[config.mk]
export PLATFORM = sky130hd
export DESIGN_NAME = tmse_ram
export DESIGN_NICKNAME = d
export VERILOG_FILES = /design/src/rtl/tmse_ram.sv
export SDC_FILE = /design/constraint.sdc
export NUM_CORES = 1
export LEC_CHECK = 0
export BUFFER_PORTS_ARGS = -buffer_cell sky130_fd_sc_hd__buf_2
export CAP_MARGIN = 20
export CELL_PAD_IN_SITES_DETAIL_PLACEMENT = 0
export CELL_PAD_IN_SITES_GLOBAL_PLACEMENT = 1
export CORE_MARGIN = 1.5
export CORE_UTILIZATION = 30
export CTS_BUF_LIST = sky130_fd_sc_hd__clkbuf_4 sky130_fd_sc_hd__clkbuf_8
export CTS_CLUSTER_DIAMETER = 80
export DETAILED_ROUTE_END_ITERATION = 8
export HOLD_SLACK_MARGIN = 0.06
export PLACE_DENSITY_LB_ADDON = 0.3
export RECOVER_POWER = 50
export SYNTH_ARGS = -nofsm -noshare
export SYNTH_HDL_FRONTEND = slang
export SYNTH_SLANG_ARGS = --single-unit
[constraint.sdc]
create_clock -name clock -period 3.33 [get_ports clock]
set_clock_uncertainty 0.15 [all_clocks]
set_input_delay 0.333 -clock clock [delete_from_list [all_inputs] [get_ports clock]]
set_output_delay 0.333 -clock clock [all_outputs]
set_load 0.1 [all_outputs]
[src/rtl/tmse_ram.sv]
// tmse_ram: generic simple dual-port ram, one write and one registered read.
// depends on nothing.
module tmse_ram #(
   parameter int  WIDTH = 8,
   parameter int  DEPTH = 16,
   localparam int AW    = $clog2(DEPTH)
) (
   input  logic             clock,
   input  logic             wr_en,
   input  logic [AW-1:0]    wr_addr,
   input  logic [WIDTH-1:0] wr_data,
   input  logic             rd_en,
   input  logic [AW-1:0]    rd_addr,
   output logic [WIDTH-1:0] rd_data
);

   logic [WIDTH-1:0] mem_ff [DEPTH];
   logic [WIDTH-1:0] rd_data_ff;

   // write port
   always_ff @(posedge clock) begin
      if (wr_en) begin
         mem_ff[wr_addr] <= wr_data;
      end
   end

   // registered read port
   always_ff @(posedge clock) begin
      if (rd_en) begin
         rd_data_ff <= mem_ff[rd_addr];
      end
   end

   assign rd_data = rd_data_ff;

endmodule

---- Yosys cells after proc, flatten, opt, wreduce, memory -nomap -nowiden ----
Memories as Yosys holds them, arrays and structs flattened. A register that Yosys moved wholly into a read port is not among the register bits.
Index checks and enable logic that the tools add are counted.
Widths: inputs -> output; s select.
cells by class
  mux-type cells .......................... 2
operator list
  cell    number
  $mux 1  2
word-level totals
  register bits ........................... 0
  bits in writable memories ............... 128
  input port bits ......................... 19
  output and inout port bits .............. 8
  logic and storage cells ................. 3
  memories ................................ 1
memory list
  name    words  width  read ports  clocked after Yosys merged registers in  write ports  RTL line  text
  mem_ff  16     8      1           1                                        1            17        logic [WIDTH-1:0] mem_ff [DEPTH];

---- Depth between registers and ports, before layout ----
  depth after elaboration ................. 2
  gate-level depth with buffers ........... 5
  gate-level depth less buffers ........... 3

---- Worst setup path before layout ----
No wires, ideal clock.
  kind .................................... input to register
  from .................................... input port wr_addr[2]
  to ...................................... memory mem_ff[0][0] (enable)
  library setup time ...................... 0.383 ns
  arrival time ............................ 1.443 ns
  required time ........................... 2.797 ns
  setup slack ............................. 1.354 ns
  stages on the path ...................... 2
  path buffers ............................ 0
  cell sequence ........................... or3b_2 -> nor3_1
RTL lines
  what                RTL line  text
  start: declaration  10        input logic [AW-1:0] wr_addr,
  end: declaration    17
Straight into the memory's write port.

==> run summary <==
Status: completed
Number of port buffers: 26
Slowest stage delay, CP: 0.57 ns
DRT Pass-1 Iters: 4
DR vias/cell: 4.72
GRT overflow: 0
Synth Instances: 229
Initial antenna violation count: 0
WL final: 10.5 mm
Highest Clock Rate: 522 MHz
Critical Path AT: 1.95 ns
Post-CTS setup buffers: 0
CTS Buf Count: 17
Top cell type's share of synthesized area: 78.1%
Final nets: 296
CTS tree: built
CTS root buf: clkbuf_8
Peak VDD IR: 0.000269 V
P_leak: 1.95 nW
Largest area contributor in the netlist: edfxtp_1
R2r startpoint: mem_ff[3][6]
Worst EP required: 3.37 ns
CP Max Fanout: 10
First-pass GRT wire length: 15.5 mm
Slew @ Worst Pin: 0.985 ns
Initial core utilization: 30.4%
Synth warn: 0
Syn_area_per_cell: 22.8 µm²
Critical Path End Type: flop
Number of max-cap violations: 0
Clock Path Buffers: 2
Vias in the first global route: 2478
N_diodes: 0
HP Start: rd_en
1st-iter DRT viols: 137
Core box area: 17200 µm²
Cell Area, Placed: 5650 µm²
R2r worst-path depth: 3
Cell-by-cell trace of the critical path: buf_2 > buf_4 > buf_4 > mux4_1 > a22oi_1 > nand2_1
Layout cell share with drive strength beyond 1: 25.9%
Synth-to-Final Area Change: 15.8%
Buffers & Inverters on Critical Path: 3
Seq/Total Area, Yosys: 78.1%
Finished Cell Area: 6050 µm²
Synth cell types: 18
Overall global routing resource usage: 12.5%
WHS Path Cells: 1
Post-DP HPWL: 6.85 mm
Cell family with most CP delay: buffers and inverters
Hold Buf Count CTS: 0
Largest net degree at the start of global routing: 17
Fill cells: 1598
H-tree levels: 4
Number of I/O pins: 27
Most common cell type on the critical path: buf_4
Routed Antenna Nets: 0
Final WS setup: 1.41 ns
Die Ht: 135 µm
Setup slack after placement: 0.907 ns
R2r endpoint: rd_data[6]
Final hold vios: 0
Power Density: 591 nW/µm²
Hold WC Path Type: primary input to flop
Post-Synthesis Cell Area: 5230 µm²
M1 wire length: 4.61 mm
Slew Limit Fails: 0
Crit path kind: primary input to flop
DR WL met3: 353 µm
Slew margin rel.: 34.1%
FF+latch count, synth: 136
Clock sinks: 136
Post-CTS Resized: 0
Finish-stage setup viols: 0
Mapped Nets: 248
Die Wd: 135 µm
Setup Total Neg Slack: 0 ns
Final worst-path cycle share: 57.6%
Most frequent cells in the layout: edfxtp_1 (136), mux4_2 (18), clkbuf_8 (17)
CTS clock-pin slew for the worst setup and hold paths: 0.07 ns
Commonest non-fill, non-tap cell in the layout: edfxtp_1
DR top layer: met4
Die area: 18200 µm²
Row count: 48
Routed length on met2: 5.30 mm
Unrepaired setup endpoints after global routing: no
Slowest CP cell: mux4_1
Placer Congestion: 0.706
Kind of start point of the critical path: primary input
Drt wl/cell: 20.4 µm
WHS Endpoint: rd_data[6]
R2r setup slk: 1.62 ns
Most area-consuming cells after synthesis: edfxtp_1 (78%), mux4_2 (7.8%), mux4_1 (7.0%)
Fin crit period: 1.92 ns
Total number of vias: 2432
Clk_lat worst skew: 0.44 ns
DRC viols: 0
[logic make-up (layout without fill, tap and decap cells)]
| logic type | after synthesis | after routing | synth area share (%) |
|---|---|---|---|
| compound gates | 16 | 16 | 2.30 |
| buf+inv | 10 | 71 | 1.65 |
| mux | 32 | 32 | 14.8 |
| simple gates | 35 | 35 | 3.14 |
| flops | 136 | 136 | 78.1 |
[routing by layer]
layer	up-vias	track usage, %
li1	1079	-
met1	1277	15.3
met2	56	20.3
met3	20	3.60
met4	0	6.21
met5	-	0
[stage by stage]
stage	hold slack [ns]	std cells	total power [W]	util, %
global route	0.267	515	0.00369	35.2
detailed placement	0.582	483	0.00221	32.9
floorplan	0.282	229	0.00213	-
finish	0.274	515	0.00357	35.2
global placement	0.572	483	0.00221	32.9
CTS	0.102	515	0.00362	35.3
[registers in the layout (all words and copies together) (netlist names)]
| signal | cells |
|---|---|
| rd_data | 8 |
| mem_ff | 128 |
[worst register-to-register path, delay by kind of cell, from the launching register on]
family           cells  cell delay, ns
AO/OA/AOI/OAI        1            0.29
flip-flops           1            0.36
multiplexers         1            0.49
AND/OR/NAND/NOR      1            0.16
[worst max path at each step]
| stage | endpoint | start | cells after the start | slack, ns |
|---|---|---|---|---|
| after global placement | rd_data[1] | rd_addr[0] | 6 | 0.94 |
| after global routing | rd_data[1] | rd_addr[0] | 6 | 1.34 |
| after detailed placement | rd_data[1] | rd_addr[0] | 6 | 0.91 |
| after CTS | rd_data[1] | rd_addr[0] | 6 | 1.41 |
| final | rd_data[1] | rd_addr[0] | 6 | 1.41 |
| after floorplan | mem_ff[0][0] | wr_addr[2] | 2 | 1.35 |
[cells in the mapped netlist (all sizes together)]
cell type / instances
nand3: 1
and2: 1
nor2b: 1
nand3b: 2
nor3: 4
and2b: 1
edfxtp: 136
nand2b: 2
mux4: 32
nand2: 9
buf: 7
or3b: 1
clkdlybuf4s25: 3
nor2: 13
a22oi: 16
[layout make-up]
| cell class | instances | area [µm²] | area share (%) |
|---|---|---|---|
| multi-input cells | 83 | 1060 | 17.5 |
| flip-flops and latches | 136 | 4080 | 67.5 |
| well taps | 225 | 282 | 4.65 |
| clock buffers | 17 | 234 | 3.87 |
| clock inverters | 15 | 184 | 3.04 |
| repair buffers | 39 | 211 | 3.49 |
[power breakdown]
group / leakage [nW] / total (W) / switching (W) / internal (W)
clock network: 0.209 / 0.00141 / 0.000604 / 0.000803
registers: 1.24 / 0.00194 / 0.00000926 / 0.00193
logic: 0.508 / 0.000231 / 0.000161 / 0.0000696
No activity file was read; power rests on OpenSTA's default activity.
