### src/rtl/tmse_pkg.sv
// tmse_pkg: field widths, symbol and code constants, rule and chain types
// for the turing machine step engine. depends on nothing.
package tmse_pkg;

   // field widths of the request and response channels
   localparam int KIND_W       = 3;
   localparam int RULE_STATE_W = 6;
   localparam int SLOT_W       = 3;
   localparam int SYM_W        = 8;
   localparam int MOVE_W       = 2;
   localparam int CODE_W       = 7;
   localparam int CELL_ADDR_W  = 10;
   localparam int STATUS_W     = 3;
   localparam int COUNT_W      = 32;

   // request kinds
   localparam logic [KIND_W-1:0] KIND_RULE    = 3'd0;
   localparam logic [KIND_W-1:0] KIND_CELL    = 3'd1;
   localparam logic [KIND_W-1:0] KIND_RESTART = 3'd2;
   localparam logic [KIND_W-1:0] KIND_STEP    = 3'd3;
   localparam logic [KIND_W-1:0] KIND_READ    = 3'd4;

   // tape symbols
   localparam logic [SYM_W-1:0] SYM_WILD  = 8'd42;
   localparam logic [SYM_W-1:0] SYM_BLANK = 8'd95;
   localparam logic [SYM_W-1:0] SYM_SPACE = 8'd32;

   // halt codes of the rule target code; accept and reject also enter the state register
   localparam logic [CODE_W-1:0] CODE_ACCEPT = 7'd64;
   localparam logic [CODE_W-1:0] CODE_REJECT = 7'd65;
   localparam logic [CODE_W-1:0] CODE_ERROR  = 7'd66;

   // head moves
   localparam logic [MOVE_W-1:0] MOVE_LEFT  = 2'd0;
   localparam logic [MOVE_W-1:0] MOVE_RIGHT = 2'd1;

   // run status codes
   localparam logic [STATUS_W-1:0] STAT_RUN     = 3'd0;
   localparam logic [STATUS_W-1:0] STAT_ACCEPT  = 3'd1;
   localparam logic [STATUS_W-1:0] STAT_REJECT  = 3'd2;
   localparam logic [STATUS_W-1:0] STAT_NORULE  = 3'd3;
   localparam logic [STATUS_W-1:0] STAT_OFFTAPE = 3'd4;

   // one transition rule slot
   typedef struct packed {
      logic              valid;
      logic [SYM_W-1:0]  match_symbol;
      logic [SYM_W-1:0]  put_symbol;
      logic [MOVE_W-1:0] head_move;
      logic [CODE_W-1:0] target_code;
   } rule_type;

   // search result handed from one rule cell to the next
   typedef struct packed {
      logic     exact_hit;
      rule_type exact_rule;
      logic     wild_hit;
      rule_type wild_rule;
   } rule_chain_type;

   // sequencer states
   typedef enum logic [1:0] {
      CTRL_CLEAR,
      CTRL_IDLE,
      CTRL_EXEC
   } ctrl_state_type;

endpackage

### src/rtl/tmse_ram.sv
// tmse_ram: generic simple dual-port ram, one write and one registered read.
// depends on nothing.
module tmse_ram #(
   parameter int  WIDTH = 8,
   parameter int  DEPTH = 16,
   localparam int AW    = $clog2(DEPTH)
) (
   input  logic             clock,
   input  logic             wr_en,
   input  logic [AW-1:0]    wr_addr,
   input  logic [WIDTH-1:0] wr_data,
   input  logic             rd_en,
   input  logic [AW-1:0]    rd_addr,
   output logic [WIDTH-1:0] rd_data
);

   logic [WIDTH-1:0] mem_ff [DEPTH];
   logic [WIDTH-1:0] rd_data_ff;

   // write port
   always_ff @(posedge clock) begin
      if (wr_en) begin
         mem_ff[wr_addr] <= wr_data;
      end
   end

   // registered read port
   always_ff @(posedge clock) begin
      if (rd_en) begin
         rd_data_ff <= mem_ff[rd_addr];
      end
   end

   assign rd_data = rd_data_ff;

endmodule

### src/rtl/tmse_rule_cell.sv
// tmse_rule_cell: one rule slot column; holds that slot for every state and
// merges its match into the search chain. depends on tmse_pkg, tmse_ram.
module tmse_rule_cell import tmse_pkg::*; #(
   parameter int  NUM_STATES = 64,
   localparam int STATE_W    = $clog2(NUM_STATES)
) (
   input  logic               clock,
   input  logic               wr_en,
   input  logic [STATE_W-1:0] wr_row,
   input  rule_type           wr_rule,
   input  logic               rd_en,
   input  logic [STATE_W-1:0] rd_row,
   input  logic               row_ok,
   input  logic [SYM_W-1:0]   symbol,
   input  rule_chain_type     chain_in,
   output rule_chain_type     chain_out
);

   logic [$bits(rule_type)-1:0] rd_word;
   rule_type                    slot_rule;
   logic                        slot_valid;

   // slot storage, one word per state
   tmse_ram #(
      .WIDTH ($bits(rule_type)),
      .DEPTH (NUM_STATES)
   ) u_slot_ram (
      .clock   (clock),
      .wr_en   (wr_en),
      .wr_addr (wr_row),
      .wr_data (wr_rule),
      .rd_en   (rd_en),
      .rd_addr (rd_row),
      .rd_data (rd_word)
   );

   assign slot_rule  = rule_type'(rd_word);
   assign slot_valid = row_ok && slot_rule.valid;

   // first exact match wins, last wildcard wins
   always_comb begin
      chain_out = chain_in;
      if (!chain_in.exact_hit && slot_valid && slot_rule.match_symbol == symbol) begin
         chain_out.exact_hit  = 1'b1;
         chain_out.exact_rule = slot_rule;
      end
      if (slot_valid && slot_rule.match_symbol == SYM_WILD) begin
         chain_out.wild_hit  = 1'b1;
         chain_out.wild_rule = slot_rule;
      end
   end

endmodule

### config.mk
export PLATFORM = sky130hd
export DESIGN_NAME = tmse_rule_cell
export DESIGN_NICKNAME = d
export VERILOG_FILES = /design/src/rtl/tmse_pkg.sv /design/src/rtl/tmse_ram.sv /design/src/rtl/tmse_rule_cell.sv
export SDC_FILE = /design/constraint.sdc
export NUM_CORES = 1
export LEC_CHECK = 0
export ABC_CLOCK_PERIOD_IN_PS = 6500
export BUFFER_PORTS_ARGS = -buffer_cell sky130_fd_sc_hd__buf_2
export CAP_MARGIN = 20
export CORE_ASPECT_RATIO = 0.8
export CORE_UTILIZATION = 60
export DETAILED_ROUTE_END_ITERATION = 7
export GPL_ROUTABILITY_DRIVEN = 0
export PLACE_DENSITY_LB_ADDON = 0.2
export RECOVER_POWER = 50
export SETUP_SLACK_MARGIN = 0.15
export SYNTH_ARGS = -nofsm -noshare
export SYNTH_HDL_FRONTEND = slang
export SYNTH_HIERARCHICAL = 1
export SYNTH_SLANG_ARGS = --single-unit
export TNS_END_PERCENT = 5
### constraint.sdc
create_clock -name clock -period 6.5 [get_ports clock]
set_clock_uncertainty 0.15 [all_clocks]
set_input_delay 0.65 -clock clock [delete_from_list [all_inputs] [get_ports clock]]
set_output_delay 0.65 -clock clock [all_outputs]
set_load 0.005 [all_outputs]
# Word-level counts from Yosys, hierarchy flattened
# Memory sizes are Yosys's and may differ from the RTL's. A register that Yosys moved wholly into a read port is not among the register bits.
# Cells that the tools add are included.
[op_classes] n_eq_ne=2 muxes=4 reduce_logical=5
[ops] cell="$mux W27" count=2
[ops] cell="$eq A8 B6 Y1 const B" count=1
[ops] cell="$eq A8 B8 Y1" count=1
[ops] cell="$logic_and A1 B1 Y1" count=4
[ops] cell="$mux W1" count=2
[ops] cell="$logic_not A1 Y1" count=1
[word_totals] register_bits=0 ramBits=1664 out_inout_bits=54 n_memories=1
[mem_list] memory="u_slot_ram.mem_ff" words=64 width=26 rd=1 rd_ports_with_merged_regs=1 write_ports=1 line="tmse_ram.sv:17" text="logic [WIDTH-1:0] mem_ff [DEPTH];"

# Depth between registers and ports, before layout
[depth] depth_word=4 mapped_depth=10 depth_no_buf=5

# By module
# The synthesis kept the hierarchy.
[by_module_without_submodules] mod="tmse_ram" n_inst=1 cells_per_inst=2841 area_per_inst_um2=64443.1 seq_area_each_um2=50748.7
[by_module_without_submodules] mod="tmse_rule_cell" n_inst=1 cells_per_inst=74 area_per_inst_um2=793.3 seq_area_each_um2=0.0

# Least setup slack after synthesis
# No wires, ideal clock.
[synth_timing] path_kind="input-to-reg" start="in wr_row[3]" end="mem u_slot_ram/mem_ff[48][0] (netlist bit), enable pin" setup_time_ns=0.442 arrival_time_ns=2.946 slack_ns=2.962 cell_stages=4 path_buffers=1 cell_sequence="clkbuf_1 -> nor2b_1 -> nand4b_1 -> nor3_1"
[synth_rtl] element="from (decl)" line="tmse_rule_cell.sv:9" text="input logic [STATE_W-1:0] wr_row,"
[synth_rtl] element="to (decl)" line="tmse_ram.sv:17"
# Straight into the memory's write port.

==> summary.md <==
| Metric | Value |
|---|---|
| CTS tree | done |
| Vias in the first global route | 32,195 |
| Clk pin slew, worst setup/hold paths | 0.06 ns |
| Synth Flop Type | edfxtp_1 |
| I/O pins | 158 |
| Grt total ovfl | 0 |
| Placed cells | 4,440 |
| Rel. slew slack | -143% |
| H-Tree Depth | 4 |
| Max frequency | 0.268 GHz |
| First-pass GRT wire length | 230,000 um |
| Rows | 107 |
| R2R cell count | 4 |
| Height of the die | 297 um |
| Switching share of power | 20.8% |
| Starting Density | 60.9% |
| Post-detail-place hpwl | 89,000 um |
| Setup_tns | 0 ns |
| Layout cells sized above 1 | 27.9% |
| Die width | 371 um |
| Setup crit start kind | register |
| CTS sink count | 1,690 |
| Final hold viol count | 0 |
| WL final | 163,000 um |
| P_leak | 23.5 nW |
| Port Buf Inserts | 157 |
| DRT Pass-1 Iters | 5 |
| Clk_lat worst skew | 0.77 ns |
| Crit path capture type | primary output |
| DR iter-0 viols | 4,943 |
| Period utilization | 57.4% |
| Nets | 3,292 |
| Slew Limit Fails | 1,631 |
| Post-synth EDFFs | 1,690 |
| Post-Syn Area | 65,200 um^2 |
| Setup Fix Bufs, Post-CTS | 0 |
| Yosys cell types | 38 |
| Worst path required time | 5.70 ns |
| Clock Tree Buf Depth | 3 |
| Internal | 0.0174 W |
| Setup Viol. Count Final | 0 |
| Violated checks | max-capacitance violations, max-slew violations |
| WL per Instance | 34.3 um |
| Critical path class | reg2out |
| Hold depth | 1 |
| Synthesized Nets | 3,019 |
| Sw Pwr | 0.00459 W |
| Post-synthesis area per instance | 22.4 um^2 |
| Hold Path Class | in2reg |
| Worst-Margin Slew | 3.65 ns |
| Root buffer cell | clkbuf_16 |
| Clock power share | 39.6% |
| Post-DR vias/cell | 6.83 |
| RSZ-0062 raised after global routing | false |
| P&R area growth vs syn | 11.7% |
| CTS buffer count | 154 |
| Core area | 107,000 um^2 |
| Status | complete, but fails checks |
| Part of the power in combinational logic | 5.1% |
| CTS resizes | 0 |
| Synthesized instance count | 2,915 |
| Total track usage | 30.0% |
| Initial antenna violation count | 12 |
| Die Area | 110,000 um^2 |
| Register share of total power | 55.2% |
| Synth warn | 6 |
| Hold_buf cts | 0 |
| PwrDens | 302 nW/um^2 |
| CP max FO | 27 |
| Max VDD drop | 0.288 mV |
| Maxcap violations | 30 |
| Seq cells post-synth | 1,690 |
| Vias | 32,334 |
| Non-filler cells, final | 4,733 |
| Drc violations | 0 |
| Final worst path period need | 3.73 ns |
| Asr flop ratio synth | 0% |
| Remaining antenna violation count | 0 |
| Worst EP arrival | 2.93 ns |
| Sequential area share after synthesis | 77.8% |
| Largest net degree at the start of global routing | 91 |
final timing paths:
path / startpoint / endpoint / slack [ns]
hold / removal: wr_rule[3] / u_slot_ram/mem_ff[52][3] / 0.11
setup reg to reg: u_slot_ram/mem_ff[53][3] / u_slot_ram/rd_data[3] / 3.96
setup / recovery: u_slot_ram/rd_data[17] / chain_out[39] / 2.77
hold reg to reg: u_slot_ram/mem_ff[10][7] / u_slot_ram/rd_data[7] / 0.89
critical path, cell delays in order, from the launching register on:
cell and delay (ns):
edfxtp_1 0.57, xnor2_1 0.21, nand3_1 0.10, or4_4 0.77, mux2_4 0.38, buf_2 0.14
per-layer routing:
layer,wire length [um],track usage [%],up-vias
li1,-,-,12916
met1,61800,44.3,17023
met2,74500,44.0,2093
met3,20100,6.84,294
met4,6180,12.1,8
met5,49,0,-
logic make-up (layout without fill, tap and decap cells):
| family | count (synthesis) | count (layout) | synth area share, % |
|---|---|---|---|
| flip-flops | 1690 | 1690 | 77.8 |
| multiplexers | 630 | 630 | 16.8 |
| AO/OA/AOI/OAI | 258 | 258 | 2.65 |
| buffers and inverters | 168 | 560 | 1.44 |
| AND/OR/NAND/NOR | 161 | 161 | 1.21 |
| XOR/XNOR | 8 | 8 | 0.107 |
| other | 0 | 9 | 0 |
per-stage QoR:
stage / setup WS (ns) / util (%) / instance area, um^2 / total power, W / hold slack (ns)
final: 2.77 / 68.0 / 72900 / 0.0220 / 0.106
after global routing: 2.69 / 68.0 / 72900 / 0.0226 / 0.0934
after CTS: 2.74 / 68.1 / 72900 / 0.0221 / 0.223
after detailed placement: 2.15 / 63.6 / 68100 / 0.0135 / 0.828
after global placement: 2.14 / 63.6 / 68100 / 0.0135 / 0.824
after floorplan: 2.96 / - / 65200 / 0.0130 / 0.599
placed cells by master, fill, tap and decap left out, types with 6 or more instances in the layout:
master / netlist / routed
edfxtp_1: 1690 / 1690
mux4_2: 362 / 362
mux2i_1: 226 / 226
clkbuf_16: 0 / 159
buf_2: 58 / 139
buf_4: 19 / 90
a22oi_1: 84 / 84
clkbuf_1: 64 / 72
nor2_2: 0 / 63
o22ai_1: 58 / 58
clkinv_1: 0 / 43
a31oi_1: 42 / 42
o21ai_0: 32 / 27
mux2_2: 24 / 24
nor2_1: 87 / 23
clkinv_2: 0 / 21
mux2_4: 18 / 18
a21o_1: 16 / 16
o31ai_1: 16 / 16
and3_1: 16 / 16
bufinv_16: 0 / 11
buf_12: 1 / 11
nand2b_1: 11 / 10
a211oi_1: 10 / 10
diode_2: 0 / 9
xnor2_1: 8 / 8
nand3_1: 8 / 8
and2_1: 7 / 6
nand2_1: 6 / 6
cell type report:
cell class	instances	area, um^2
antenna	9	22.5
sequential	1690	50700
fill	6552	34200
clock inverter	85	704
multi-input combinational	1057	13700
timing repair buffer	285	1790
tap	1417	1770
clock buffer	190	4100
cells in the mapped netlist, types with 6 or more instances:
cell / count / share of area, %
nor2_1: 87 / 0.50
mux2_4: 18 / 0.41
o22ai_1: 58 / 0.56
mux2i_1: 226 / 3.5
buf_6: 12 / 0.21
clkbuf_1: 64 / 0.37
mux4_2: 362 / 12
nand3_1: 8 / 0.061
nand2_1: 6 / 0.035
and3_1: 16 / 0.15
xnor2_1: 8 / 0.11
o21ai_0: 32 / 0.25
buf_1: 8 / 0.046
a21o_1: 16 / 0.18
buf_2: 58 / 0.44
nand2b_1: 11 / 0.11
nor2b_1: 6 / 0.058
a31oi_1: 42 / 0.40
buf_4: 19 / 0.22
mux2_2: 24 / 0.41
a22oi_1: 84 / 0.97
and2_1: 7 / 0.067
o31ai_1: 16 / 0.18
a211oi_1: 10 / 0.12
edfxtp_1: 1690 / 78
state kept, by name, indices dropped and copies added, names as in the netlist:
register and cells:
u_slot_ram/rd_data 26, u_slot_ram/mem_ff 1664
power groups by stage:
stage	Clock (W)	Sequential, W	Combinational, W
global placement	0	0.0124	0.00109
detailed placement	0	0.0124	0.00112
floorplan	0	0.0123	0.000617
CTS	0.00882	0.0121	0.00113
global route	0.00921	0.0122	0.00118
finish	0.00872	0.0122	0.00113
Power figures use the tool's default switching activity.
